==> src/hw/rtl/lse_ess_pkg.sv <==
// Shared types, constants and constant tables of the log-sum-exp / ESS block.
`timescale 1ns / 1ps
package lse_ess_pkg;

    localparam int FRAC_BITS = 16;
    localparam int EXP_SH0   = 30 - FRAC_BITS;

    localparam logic signed [23:0] LW_MIN = 24'sh800000;
    localparam logic signed [23:0] LW_MAX = 24'sh7FFFFF;

    // ln(2) in Q30.
    localparam logic [29:0] LN2_Q30 = 30'd744261118;
    // 26 * ln(2) in Q30: at or beyond this the exponential rounds to zero.
    localparam logic [37:0] EXP_ZERO_BOUND = 38'd19350789068;

    localparam logic [26:0] ESS_MAX = 27'd67108864;

    typedef struct packed {
        logic signed [23:0] max;
        logic               empty;
    } lse_job_t;

    // Truncated reciprocal 2^32 / d, used with a single correction step.
    function automatic logic [31:0] recip(input logic [3:0] d);
        logic [31:0] r;
        unique case (d)
            4'd2:    r = 32'd2147483648;
            4'd3:    r = 32'd1431655765;
            4'd4:    r = 32'd1073741824;
            4'd5:    r = 32'd858993459;
            4'd6:    r = 32'd715827882;
            4'd7:    r = 32'd613566756;
            4'd8:    r = 32'd536870912;
            4'd9:    r = 32'd477218588;
            4'd10:   r = 32'd429496729;
            4'd11:   r = 32'd390451572;
            4'd12:   r = 32'd357913941;
            4'd13:   r = 32'd330382099;
            default: r = 32'hFFFFFFFF;
        endcase
        return r;
    endfunction

    // ln(2) * 2^b in Q30 for the range reduction.
    function automatic logic [37:0] ln2_shl(input logic [2:0] b);
        return {8'b0, LN2_Q30} << b;
    endfunction

endpackage

==> src/hw/rtl/lse_ess_if.sv <==
// Handshake interfaces for the weight input and the result output.
`timescale 1ns / 1ps
interface lse_in_if;
    logic               valid;
    logic               ready;
    logic signed [23:0] log_weight;
    logic               last;
    logic               no_weight;

    modport source (output valid, output log_weight, output last, output no_weight,
                    input ready);
    modport sink (input valid, input log_weight, input last, input no_weight,
                  output ready);
endinterface


==> src/hw/rtl/lse_ess_front.sv <==
// Front end: takes weights, writes the store, tracks count and maximum, queues jobs.
`timescale 1ns / 1ps
module lse_ess_front
    import lse_ess_pkg::*;
#(
    parameter int MAX_WEIGHTS = 1024,
    parameter int AW = 10,
    parameter int CW = 11
)
(
    input  logic               clk,
    input  logic               rst_n,
    lse_in_if.sink             samples,
    output logic               wr_en,
    output logic [AW-1:0]      wr_addr,
    output logic signed [23:0] wr_data,
    output logic               job_valid,
    input  logic               job_ready,
    output lse_job_t           job,
    output logic [CW-1:0]      job_count,
    input  logic               back_busy
);

    logic [CW-1:0]      count_reg;
    logic signed [23:0] max_reg;
    lse_job_t           q_job_reg [2];
    logic [CW-1:0]      q_cnt_reg [2];
    logic               wr_ptr_reg;
    logic               rd_ptr_reg;
    logic [1:0]         fill_reg;

    logic               accept;
    logic               take;
    logic               push;
    logic               pop;
    logic [CW-1:0]      cnt_next;
    logic signed [23:0] max_next;

    always_comb
    begin
        samples.ready = (fill_reg == 2'd0) && !back_busy;
        accept        = samples.valid && samples.ready;
        take          = accept && !samples.no_weight && (count_reg < CW'(MAX_WEIGHTS));
        push          = accept && samples.last;
        pop           = job_valid && job_ready;
        cnt_next      = take ? count_reg + CW'(1) : count_reg;
        max_next      = (take && (samples.log_weight > max_reg)) ? samples.log_weight
                                                                 : max_reg;
    end

    assign wr_en     = take;
    assign wr_addr   = count_reg[AW-1:0];
    assign wr_data   = samples.log_weight;
    assign job_valid = fill_reg != 2'd0;
    assign job       = q_job_reg[rd_ptr_reg];
    assign job_count = q_cnt_reg[rd_ptr_reg];

    always_ff @(posedge clk or negedge rst_n)
    begin
        if (!rst_n)
        begin
            count_reg  <= '0;
            max_reg    <= LW_MIN;
            wr_ptr_reg <= 1'b0;
            rd_ptr_reg <= 1'b0;
            fill_reg   <= '0;
        end
        else
        begin
            if (push)
            begin
                count_reg  <= '0;
                max_reg    <= LW_MIN;
                wr_ptr_reg <= !wr_ptr_reg;
            end
            else
            begin
                count_reg <= cnt_next;
                max_reg   <= max_next;
            end
            if (pop)
            begin
                rd_ptr_reg <= !rd_ptr_reg;
            end
            if (push && !pop)
            begin
                fill_reg <= fill_reg + 2'd1;
            end
            else if (pop && !push)
            begin
                fill_reg <= fill_reg - 2'd1;
            end
        end
    end

    always_ff @(posedge clk)
    begin
        if (push)
        begin
            q_job_reg[wr_ptr_reg] <= '{max: max_next, empty: (cnt_next == '0)};
            q_cnt_reg[wr_ptr_reg] <= cnt_next;
        end
    end

endmodule

==> src/flat_wrapper.sv <==
// flat-port wrapper written by rule: the top's interface ports become plain ports
module lse_ess_front_flat import lse_ess_pkg::*;
#(
    parameter int MAX_WEIGHTS = 1024,
    parameter int AW = 10,
    parameter int CW = 11
)
  (clk, rst_n, wr_en, wr_addr, wr_data, job_valid, job_ready, job, job_count, back_busy, samples_valid, samples_log_weight, samples_last, samples_no_weight, samples_ready);
  lse_in_if samples_i ();
  input  logic clk;
  input  logic rst_n;
  output logic wr_en;
  output logic [AW-1:0] wr_addr;
  output logic signed [23:0] wr_data;
  output logic job_valid;
  input  logic job_ready;
  output lse_job_t job;
  output logic [CW-1:0] job_count;
  input  logic back_busy;
  input wire logic [$bits(samples_i.valid)-1:0] samples_valid;
  input wire logic [$bits(samples_i.log_weight)-1:0] samples_log_weight;
  input wire logic [$bits(samples_i.last)-1:0] samples_last;
  input wire logic [$bits(samples_i.no_weight)-1:0] samples_no_weight;
  output wire logic [$bits(samples_i.ready)-1:0] samples_ready;
  assign samples_i.valid = samples_valid;
  assign samples_i.log_weight = samples_log_weight;
  assign samples_i.last = samples_last;
  assign samples_i.no_weight = samples_no_weight;
  assign samples_ready = samples_i.ready;
  lse_ess_front #(.MAX_WEIGHTS(MAX_WEIGHTS), .AW(AW), .CW(CW)) u_core (.clk(clk), .rst_n(rst_n), .samples(samples_i), .wr_en(wr_en), .wr_addr(wr_addr), .wr_data(wr_data), .job_valid(job_valid), .job_ready(job_ready), .job(job), .job_count(job_count), .back_busy(back_busy));
endmodule
==> config.mk <==
export PLATFORM = sky130hd
export DESIGN_NAME = lse_ess_front_flat
export DESIGN_NICKNAME = d
export VERILOG_FILES = /design/src/hw/rtl/lse_ess_pkg.sv /design/src/hw/rtl/lse_ess_if.sv /design/src/hw/rtl/lse_ess_front.sv /design/src/flat_wrapper.sv
export SDC_FILE = /design/constraint.sdc
export NUM_CORES = 1
export LEC_CHECK = 0
export CAP_MARGIN = 10
export CELL_PAD_IN_SITES_DETAIL_PLACEMENT = 2
export CELL_PAD_IN_SITES_GLOBAL_PLACEMENT = 2
export CORE_MARGIN = 8
export CORE_UTILIZATION = 43
export CTS_CLUSTER_SIZE = 25
export DETAILED_ROUTE_END_ITERATION = 7
export DONT_BUFFER_PORTS = 1
export PLACE_DENSITY_LB_ADDON = 0.08
export SLEW_MARGIN = 5
export SYNTH_ARGS = -nofsm -noshare
export SYNTH_HDL_FRONTEND = slang
export SYNTH_SLANG_ARGS = --single-unit
==> constraint.sdc <==
create_clock -name clk -period 4.15 [get_ports clk]
set_input_delay 0.83 -clock clk [delete_from_list [all_inputs] [get_ports clk]]
set_output_delay 0.83 -clock clk [all_outputs]
set_load 0.01 [all_outputs]
==> results.cfg, run 1 <==
[drt]
wl_per_cell_um = 22.06
drt-initial-drc-count = 61
ant_nets = 0
wirelength_mm = 13.28
vias = 3255
via_per_inst = 5.407
drc = 0
first_pass_iters = 4

[timing]
rsz0062_at_grt = false
fmax_mhz = 304.3
setup_tns_ns = 0
period_needed_ns = 3.286
report.final.slew_viol_count = 0
setup_slack_ns = 0.8639
tightest_slew_ns = 0.9438
hold_violations = 0
relSlewSlack = 0.3708
fin_crit_sh = 0.7918
fin_skew_ns = 0.008102
holdWs_ns = 0.1694
setup_viol = 0

[global_route]
grt_pass1_wl_mm = 21.17
grt_max_degree = 55
track_usage = 0.1583
antenna_found_initial = 0
grt_overflow = 0
first_global_vias = 3715

[floorplanning]
rows = 42
die_area_sq_um = 17250
io_pins = 104
die_h_um = 131.3
fp.dieW_um = 131.3
core_sq_um = 13140
start_util = 0.4354

[placed_design]
hpwl_mm = 9.468
dp_slack_ns = 0.5462
gp_congestion = 0.7183
portBuffers = 0

[cells_and_area]
syn2layout_area_growth_pct = 4.265
largest_register_ffs = 50
n_antenna_cell = 0
nets = 478
drive_gt1_frac = 0.2207

[critical_path]
end_kind = flop
worstReg2RegStart = u_core.max_reg[23]
path_class = reg2reg
worstPathRequired_ns = 4.25
max_stage_delay_ns = 0.59
crit_chain = inv_1 > ha_1 > nand4_2 > or4_4 > a211oi_2 > nor4_1 > mux2_4 > buf_4 > mux2_2
critPathSlowestCell = or4_4
cp_data_arrival_time_ns = 3.39
startpoint = u_core.max_reg[23]
critPathLaunchType = flop
worstRegToRegCells = 9
cp_max_fo = 12

[yosys]
synth_seq_area_share = 0.5488
synth-xor-area-share = 0.02297
yosys.area.top_type = edfxtp_1
synth_cells = 451
yosysWarnings = 0
async_reset_ff_frac = 0.3514
synth-seq-cells = 111
synth_compound_area_frac = 0.02253
synthAdderAreaFrac = 0.05687
synth_cell_type_count = 40
netlist_area_sq_um = 5720
yosys_most_used_dff = edfxtp_1
synth_edf_count = 72
synthMuxAreaShare = 0.1769
syn-num-nets = 508
yosys.area.top_type_share = 0.3780
synth_area_leaders = edfxtp_1 38%, dfrtp_1 17%, mux2_2 8.9%
synth_area_per_cell_sq_um = 12.68
yosys.area_share.simple = 0.09143
synth_top_family_by_area = multiplexers

[outcome]
run_status = complete, no violations

[power_and_ir_drop]
clkPwrFrac = 0.253
switching_share = 0.3219
fin_total_pwr_uw = 3234
power_switching_uw = 1041
combPwrFrac = 0.269
internal_power_uw = 2193
p_leak_uw = 0.002378
power.density_nw_per_um2 = 542.2
power_frac_seq = 0.478
peakVddDrop_v = 0.0001762

[cts]
cts_buffers = 9
ctsResizeCount = 0
clock_latency_ns = 0.35
clkSinkCount = 111
cts_max_level = 3
cts_buffer_depth = 2
cts_tree = done
clock-root-buffer = clkbuf_16
clk_pin_slew_ns = 0.07
cts_setup_buffers = 0
hold_buffers = 0

[worst_hold_path]
hold_path.class = in2async

[job]
cap_viol_max_count = 0
## cells by family after synthesis
logic type	after synthesis
muxes	87
and+or+nand+nor	110
adders and majority gates	26
DFF	111
AOI/OAI and AO/OA	20
xor gates and xnor gates	15
buffers and inverters	82
## layout make-up
class / count / area (sq um)
Tap cell: 176 / 220.2
Timing Repair Buffer: 8 / 72.57
Inverter: 33 / 123.9
Fill cell: 1287 / 7173
Sequential cell: 111 / 3141
Clock buffer: 9 / 225.2
Clock inverter: 7 / 47.55
Multi-Input combinational cell: 258 / 2135
## metal layers
metal | vias up | routed length (um) | GRT usage
met5 | - | 0 | 0
met4 | 0 | 206 | 0.06318
met3 | 12 | 678 | 0.04002
met2 | 70 | 7257 | 0.2930
met1 | 1685 | 5138 | 0.1682
li1 | 1488 | - | -
## metrics by stage
step           cells  utilization  instance area, sq um
3_5_place_dp     586       0.4332                  5692
3_3_place_gp     586       0.4332                  5692
5_1_grt          602       0.4540                  5964
2_1_floorplan    451            -                  5720
4_1_cts          602       0.4540                  5964
6_report         602       0.4540                  5964
## Yosys cell counts (all sizes together) (2+ instances only)
master / number
mux2i: 25
nor2b: 2
and2: 7
edfxtp: 72
xnor2: 8
nor2: 14
a21oi: 10
nand4: 8
dfrtp: 38
nor3: 6
xor2: 7
o21ai: 2
ha: 26
clkbuf: 10
mux2: 62
nor4: 3
and4: 2
inv: 32
nand3: 7
and3: 2
buf: 39
nand2: 55
## cells in the final DEF (no fill, tap or decap), drive strengths merged
| master | n |
|---|---|
| inv | 34 |
| nor4b | 1 |
| nor2 | 14 |
| mux2 | 62 |
| xor2 | 7 |
| mux2i | 25 |
| or4b | 1 |
| o2bb2ai | 1 |
| nor3 | 6 |
| nand4 | 8 |
| dfstp | 1 |
| and3 | 2 |
| xnor2 | 8 |
| nand3 | 7 |
| a21oi | 10 |
| clkbuf | 9 |
| a211oi | 1 |
| clkinv | 5 |
| nand2 | 55 |
| a21o | 1 |
| and4 | 2 |
| nor4 | 3 |
| dfrtp | 38 |
| nor2b | 2 |
| o21ai | 2 |
| buf | 8 |
| and2 | 7 |
| a221o | 1 |
| clkinvlp | 1 |
| a31oi | 1 |
| o21a | 1 |
| o211ai | 1 |
| nor3b | 1 |
| o2111ai | 1 |
| or4 | 1 |
| edfxtp | 72 |
| ha | 26 |
## path summary, 6_finish.rpt
path	to	slack [ns]
worst max-delay path	u_core.q_job_reg[1][24]	0.86
worst min-delay path	u_core.max_reg[3]	0.17
worst max register to register	u_core.q_job_reg[1][24]	0.86
worst min register to register	u_core.fill_reg[1]	0.48
max in group asynchronous	u_core.max_reg[23]	3.81
min in group clk	u_core.fill_reg[1]	0.48
## power by group through the flow
stage / sequential, uW / combinational, uW / clock [uW]
after floorplan: 1450 / 801 / 0
after global placement: 1570 / 843 / 0
after detailed placement: 1580 / 887 / 0
after CTS: 1560 / 900 / 848
after global routing: 1580 / 965 / 884
final: 1550 / 870 / 817
## worst max-delay path, delay by kind of cell (launching register included)
family          cells  cell delay (ns)
simple gates        3             0.88
flops               1             0.55
compound gates      1             0.22
buf+inv             2             0.33
mux                 2             0.72
fa+ha+maj           1             0.33
No activity file was read; power rests on OpenSTA's default activity.
==> inputs of run 2 (changes only) <==
ABC_AREA = 1   (was not set)
CORE_UTILIZATION = 35   (was 43)
clock period = 2.7 ns   (was 4.15 ns; I/O delays follow)
==> run 2 against run 1 <==
Net effect: combinational power grew to 2.9 times the previous value; critical path type unchanged; critical endpoint is now u_core.q_job_reg[1][10]; fmax is 33% higher; total power is 97% higher; critical path depth is 5 higher; highest routed layer unchanged.
==> results.cfg, run 2 <==
[timing]
fin_skew_ns = 0.007892
report.final.slew_viol_count = 0
hold_violations = 0
setup_viol = 0
tightest_slew_ns = 0.5647
rsz0062_at_grt = false
setup_slack_ns = 0.2234
holdWs_ns = 0.03013
fmax_mhz = 403.8
relSlewSlack = 0.6196
fin_crit_sh = 0.9173
period_needed_ns = 2.477

[cells_and_area]
nets = 676
mostFrequentLayoutCells = 211 x nand2_1, 102 x inv_1, 72 x edfxtp_1
post-route-util = 0.3854
final_common_cell = nand2_1
syn2layout_area_growth_pct = 7.556
finish.instance_area_sq_um = 6145
n_antenna_cell = 0
drive_gt1_frac = 0.07532
largest_register_ffs = 50

[critical_path]
worstPathRequired_ns = 2.82
worstRegToRegCells = 14
critPathSlowestCell = dfstp_2
rr_endpoint = u_core.q_job_reg[1][10]
cp_common_cell = nand2_1
cp_data_arrival_time_ns = 2.59
worstReg2RegStart = u_core.max_reg[23]
reg2reg_setup_slack_ns = 0.22
critPathTopFamily = simple AND/OR/NAND/NOR gates
end_kind = flop
critPathLaunchType = flop
cp_max_fo = 16
max_stage_delay_ns = 0.54
path_class = reg2reg
crit_chain = inv_1 > ha_4 > nand4_1 > inv_1 > nand2_1 > nor2_4 > nand2_1 > nand3_1 > nand2_1 > nand2_2 > buf_12 > nand3_1 > nand2_1 > inv_1
path_buf_inv = 4

[yosys]
async_reset_ff_frac = 0.3514
synth_edf_count = 72
ys_top_cells_by_count = 213 x nand2_1, 102 x inv_1, 72 x edfxtp_1
synth_cells = 642
yosysWarnings = 0
synth_area_leaders = edfxtp_1 38%, dfrtp_1 17%, nand2_1 14%
yosys.area.top_type = edfxtp_1
yosys_most_used_dff = edfxtp_1
synth_cell_type_count = 30
netlist_area_sq_um = 5713
yosys.area.top_type_share = 0.3784
synth_area_per_cell_sq_um = 8.899
syn-num-nets = 699
synth_most_common_cell = nand2_1
synth_seq_area_share = 0.5495
synth-seq-cells = 111

[floorplanning]
die_area_sq_um = 20670
die_h_um = 143.8
rows = 46
start_util = 0.3583
io_pins = 104
fp.dieW_um = 143.8
core_sq_um = 15940

[drt]
wl_per_cell_um = 18.30
drc = 0
wirelength_mm = 15.37
drt-initial-drc-count = 116
vias = 3947
ant_nets = 0
first_pass_iters = 4
via_per_inst = 4.699

[cts]
cts_buffers = 9
clock-root-buffer = clkbuf_16
cts_tree = done
clk_pin_slew_ns = 0.07
clkSinkCount = 111
cts_setup_buffers = 0
cts_max_level = 3
clock_latency_ns = 0.36
cts_buffer_depth = 2

[global_route]
grt_pass1_wl_mm = 24.16
grt_overflow = 0
grt_max_degree = 39
antenna_found_initial = 0
first_global_vias = 4416
track_usage = 0.1561

[power_and_ir_drop]
peakVddDrop_v = 0.0005977
fin_total_pwr_uw = 6358
power.density_nw_per_um2 = 1035
p_leak_uw = 0.002998

[outcome]
run_status = complete, no violations

[placed_design]
hpwl_mm = 10.68
gp_congestion = 0.7747
dp_slack_ns = 0.07296
dpl_cell_area_sq_um = 5776
portBuffers = 0

[job]
cap_viol_max_count = 0

[worst_hold_path]
hold_path.class = in2async
-- run 2: cell types whose count changed in the layout (fill, tap and decap cells not counted), sizes merged, moves of 5 or more --
cell   delta
nand3    +24
xnor2     -5
buf       +8
inv      +72
o21ai     +5
and2      -7
nand2   +159
mux2i    -25
nor2     +42
mux2     -62
-- run 2: final cells by class --
class | instances | area (sq um)
clock buffer | 13 | 270.3
clock inverter | 3 | 17.52
fill | 1798 | 9798
inverter | 107 | 401.6
multi-input combinational | 373 | 1879
sequential | 111 | 3139
tap | 216 | 270.3
timing repair buffer | 17 | 166.4
-- run 2: routing by layer --
layer | track usage | share of wire | vias up
met4 | 0.05866 | 0.016 | 0
met1 | 0.1773 | 0.42 | 1956
met2 | 0.2740 | 0.49 | 70
li1 | - | - | 1908
met5 | 0 | 0 | -
met3 | 0.04280 | 0.067 | 13
-- run 2: worst max-delay path by stage --
| stage | start | to | slack (ns) | cells past startpoint |
|---|---|---|---|---|
| floorplan | u_core.fill_reg[0] | u_core.q_cnt_reg[0][0] | -0.16 | 5 |
| global placement | u_core.max_reg[23] | u_core.q_job_reg[0][23] | 0.22 | 13 |
| detailed placement | u_core.max_reg[23] | u_core.q_job_reg[1][1] | 0.07 | 13 |
| CTS | u_core.max_reg[23] | u_core.q_job_reg[1][1] | 0.04 | 13 |
| global route | u_core.max_reg[23] | u_core.q_job_reg[0][21] | 0.006 | 14 |
| finish | u_core.max_reg[23] | u_core.q_job_reg[1][10] | 0.22 | 14 |
-- run 2: kinds of logic (layout without fill, tap and decap cells) --
group | count (synthesis) | count (layout) | share of synthesized area
simple gates | 313 | 314 | 0.2214
buf+inv | 159 | 140 | 0.1312
fa+ha+maj | 26 | 26 | 0.05694
xor+xnor | 12 | 12 | 0.01840
flops | 111 | 111 | 0.5495
compound gates | 21 | 21 | 0.02256
-- run 2: metrics by stage --
stage,instances,TNS [ns]
after floorplan,642,-11.22
after global placement,821,0
after detailed placement,821,0
after CTS,839,0
after global routing,840,0
final,840,0
-- run 2: repair_timing --
| item | 4_1_cts | 5_1_grt |
|---|---|---|
| resized for setup | 0 | 7 |
| hold buffers | 2 | 0 |
| endpoints found under the hold margin | 38 | 0 |
| setup endpoints to repair | 0 | 72 |
-- run 2: report_power, final --
part           total (uW)  switching [uW]  internal (uW)
clock                1310             608            700
combinational        2540            1780            762
sequential           2510             208           2300
==> inputs of run 3 (changes only) <==
CORE_UTILIZATION = 30   (was 35)
clock period = 2.9 ns   (was 2.7 ns; I/O delays follow)
==> run 3 against run 2 <==
Net effect: core utilization down 5.8 points; final area is 0.22% lower; worst hold slack gained 0.028 ns; global-route usage decreased by 2.4 points; clock power grew 5%; count of clock-buffer cells in the layout decreased by 4; combinational power decreased by 14%; register-to-register slack improved by 0.09 ns; fmax down 4.1%; largest power group is now sequential cells.
==> results.cfg, run 3 (synthesis gave the netlist of run 2 again) <==
[critical_path]
cp_common_cell = nand2_1
critPathSlowestCell = dfstp_2
path_buf_inv = 4
path_class = reg2reg
worstPathRequired_ns = 3.01
worstRegToRegCells = 14
cp_max_fo = 16
critPathTopFamily = simple AND/OR/NAND/NOR gates
max_stage_delay_ns = 0.54
rr_endpoint = u_core.q_job_reg[0][12]
critPathLaunchType = flop
worstReg2RegStart = u_core.max_reg[23]
end_kind = flop
crit_chain = inv_1 > ha_1 > nand4_1 > inv_1 > nand2_1 > nor2_2 > nand2_1 > nand3_1 > nand2_1 > nand2_1 > buf_4 > nand3_1 > nand2_1 > inv_1
cp_data_arrival_time_ns = 2.69
reg2reg_setup_slack_ns = 0.32

[global_route]
grt_pass1_wl_mm = 24.24
first_global_vias = 4432
grt_max_degree = 39
grt_overflow = 0
track_usage = 0.1317
antenna_found_initial = 0

[cts]
cts_tree = done
cts_buffers = 9
clock-root-buffer = clkbuf_16
cts_buffer_depth = 2
clkSinkCount = 111
clock_latency_ns = 0.36
clk_pin_slew_ns = 0.08
cts_max_level = 3

[drt]
first_pass_iters = 4
vias = 3880
wl_per_cell_um = 17.66
ant_nets = 0
via_per_inst = 4.549
drt-initial-drc-count = 110
wirelength_mm = 15.06
drc = 0

[timing]
fmax_mhz = 387.2
setup_slack_ns = 0.3173
holdWs_ns = 0.05835
tightest_slew_ns = 0.7957
hold_violations = 0
setup_tns_ns = 0
report.final.slew_viol_count = 0
fin_crit_sh = 0.8906
setup_viol = 0
fin_skew_ns = 0.009174
relSlewSlack = 0.4688
period_needed_ns = 2.583
rsz0062_at_grt = false

[floorplanning]
io_pins = 104
die_h_um = 154.0
die_area_sq_um = 23710
rows = 50
fp.dieW_um = 154.0
start_util = 0.3054
core_sq_um = 18710

[worst_hold_path]
hold_path.class = in2async

[outcome]
run_status = complete, no violations

[power_and_ir_drop]
p_leak_uw = 0.002995
power.density_nw_per_um2 = 964.0
peakVddDrop_v = 0.0003466

[cells_and_area]
final_common_cell = nand2_1
nets = 671
stdcell_count = 853
n_antenna_cell = 0
post-route-util = 0.3278
syn2layout_area_growth_pct = 7.315
mostFrequentLayoutCells = 213 x nand2_1, 102 x inv_1, 72 x edfxtp_1
drive_gt1_frac = 0.06624
largest_register_ffs = 50

[placed_design]
dpl.cell_count = 836
dp_slack_ns = 0.2635
portBuffers = 0
hpwl_mm = 10.51
gp_congestion = 0.7439

[job]
cap_viol_max_count = 0
[run 3: worst register-to-register path: stages, from the launching register on]
cell,delay (ns)
dfstp_2,0.54
inv_1,0.04
ha_1,0.37
nand4_1,0.15
inv_1,0.07
nand2_1,0.09
nor2_2,0.19
nand2_1,0.11
nand3_1,0.11
nand2_1,0.07
nand2_1,0.10
buf_4,0.24
nand3_1,0.10
nand2_1,0.11
inv_1,0.06
[run 3: stage by stage]
step	total power [uW]	area [sq um]
after floorplan	4035	5713
after global placement	4542	5776
after detailed placement	4636	5776
after CTS	6067	6131
after global routing	6441	6131
final	5910	6131
[run 3: how the worst max path moves through the flow]
| stage | startpoint | end | cells after the start |
|---|---|---|---|
| floorplan | back_busy | u_core.q_cnt_reg[0][0] | 3 |
| global placement | samples_log_weight[23] | u_core.q_job_reg[0][12] | 13 |
| detailed placement | samples_log_weight[23] | u_core.q_job_reg[1][12] | 13 |
| CTS | u_core.max_reg[23] | u_core.q_job_reg[0][12] | 14 |
| global route | u_core.max_reg[23] | u_core.q_job_reg[0][12] | 14 |
| finish | u_core.max_reg[23] | u_core.q_job_reg[0][12] | 14 |
[run 3: final cells by class]
cell class / instances / area [sq um]
Fill cell: 2062 / 12570
Sequential cell: 111 / 3139
Multi-Input combinational cell: 372 / 1839
Clock inverter: 7 / 102.6
Clock buffer: 9 / 225.2
Timing Repair Buffer: 13 / 130.1
Tap cell: 234 / 292.8
Inverter: 107 / 401.6
[run 3: report_power, final]
group / switching, uW / internal, uW
sequential: 193 / 2140
clock: 615 / 769
combinational: 1560 / 632
total: 2370 / 3540
[run 3: routing by layer]
layer | global-route usage | up-vias | part of all wire
li1 | - | 1895 | -
met1 | 0.1608 | 1907 | 0.45
met2 | 0.2199 | 66 | 0.47
met3 | 0.03756 | 12 | 0.060
met4 | 0.04246 | 0 | 0.013
met5 | 0 | - | 0
[run 3: timing repair]
item                                    CTS  global route
hold buffers                              1             0
buffers inserted                          0             0
endpoints found under the hold margin    38             0
resized for setup                         0             0
endpoints found under the setup margin    0             0
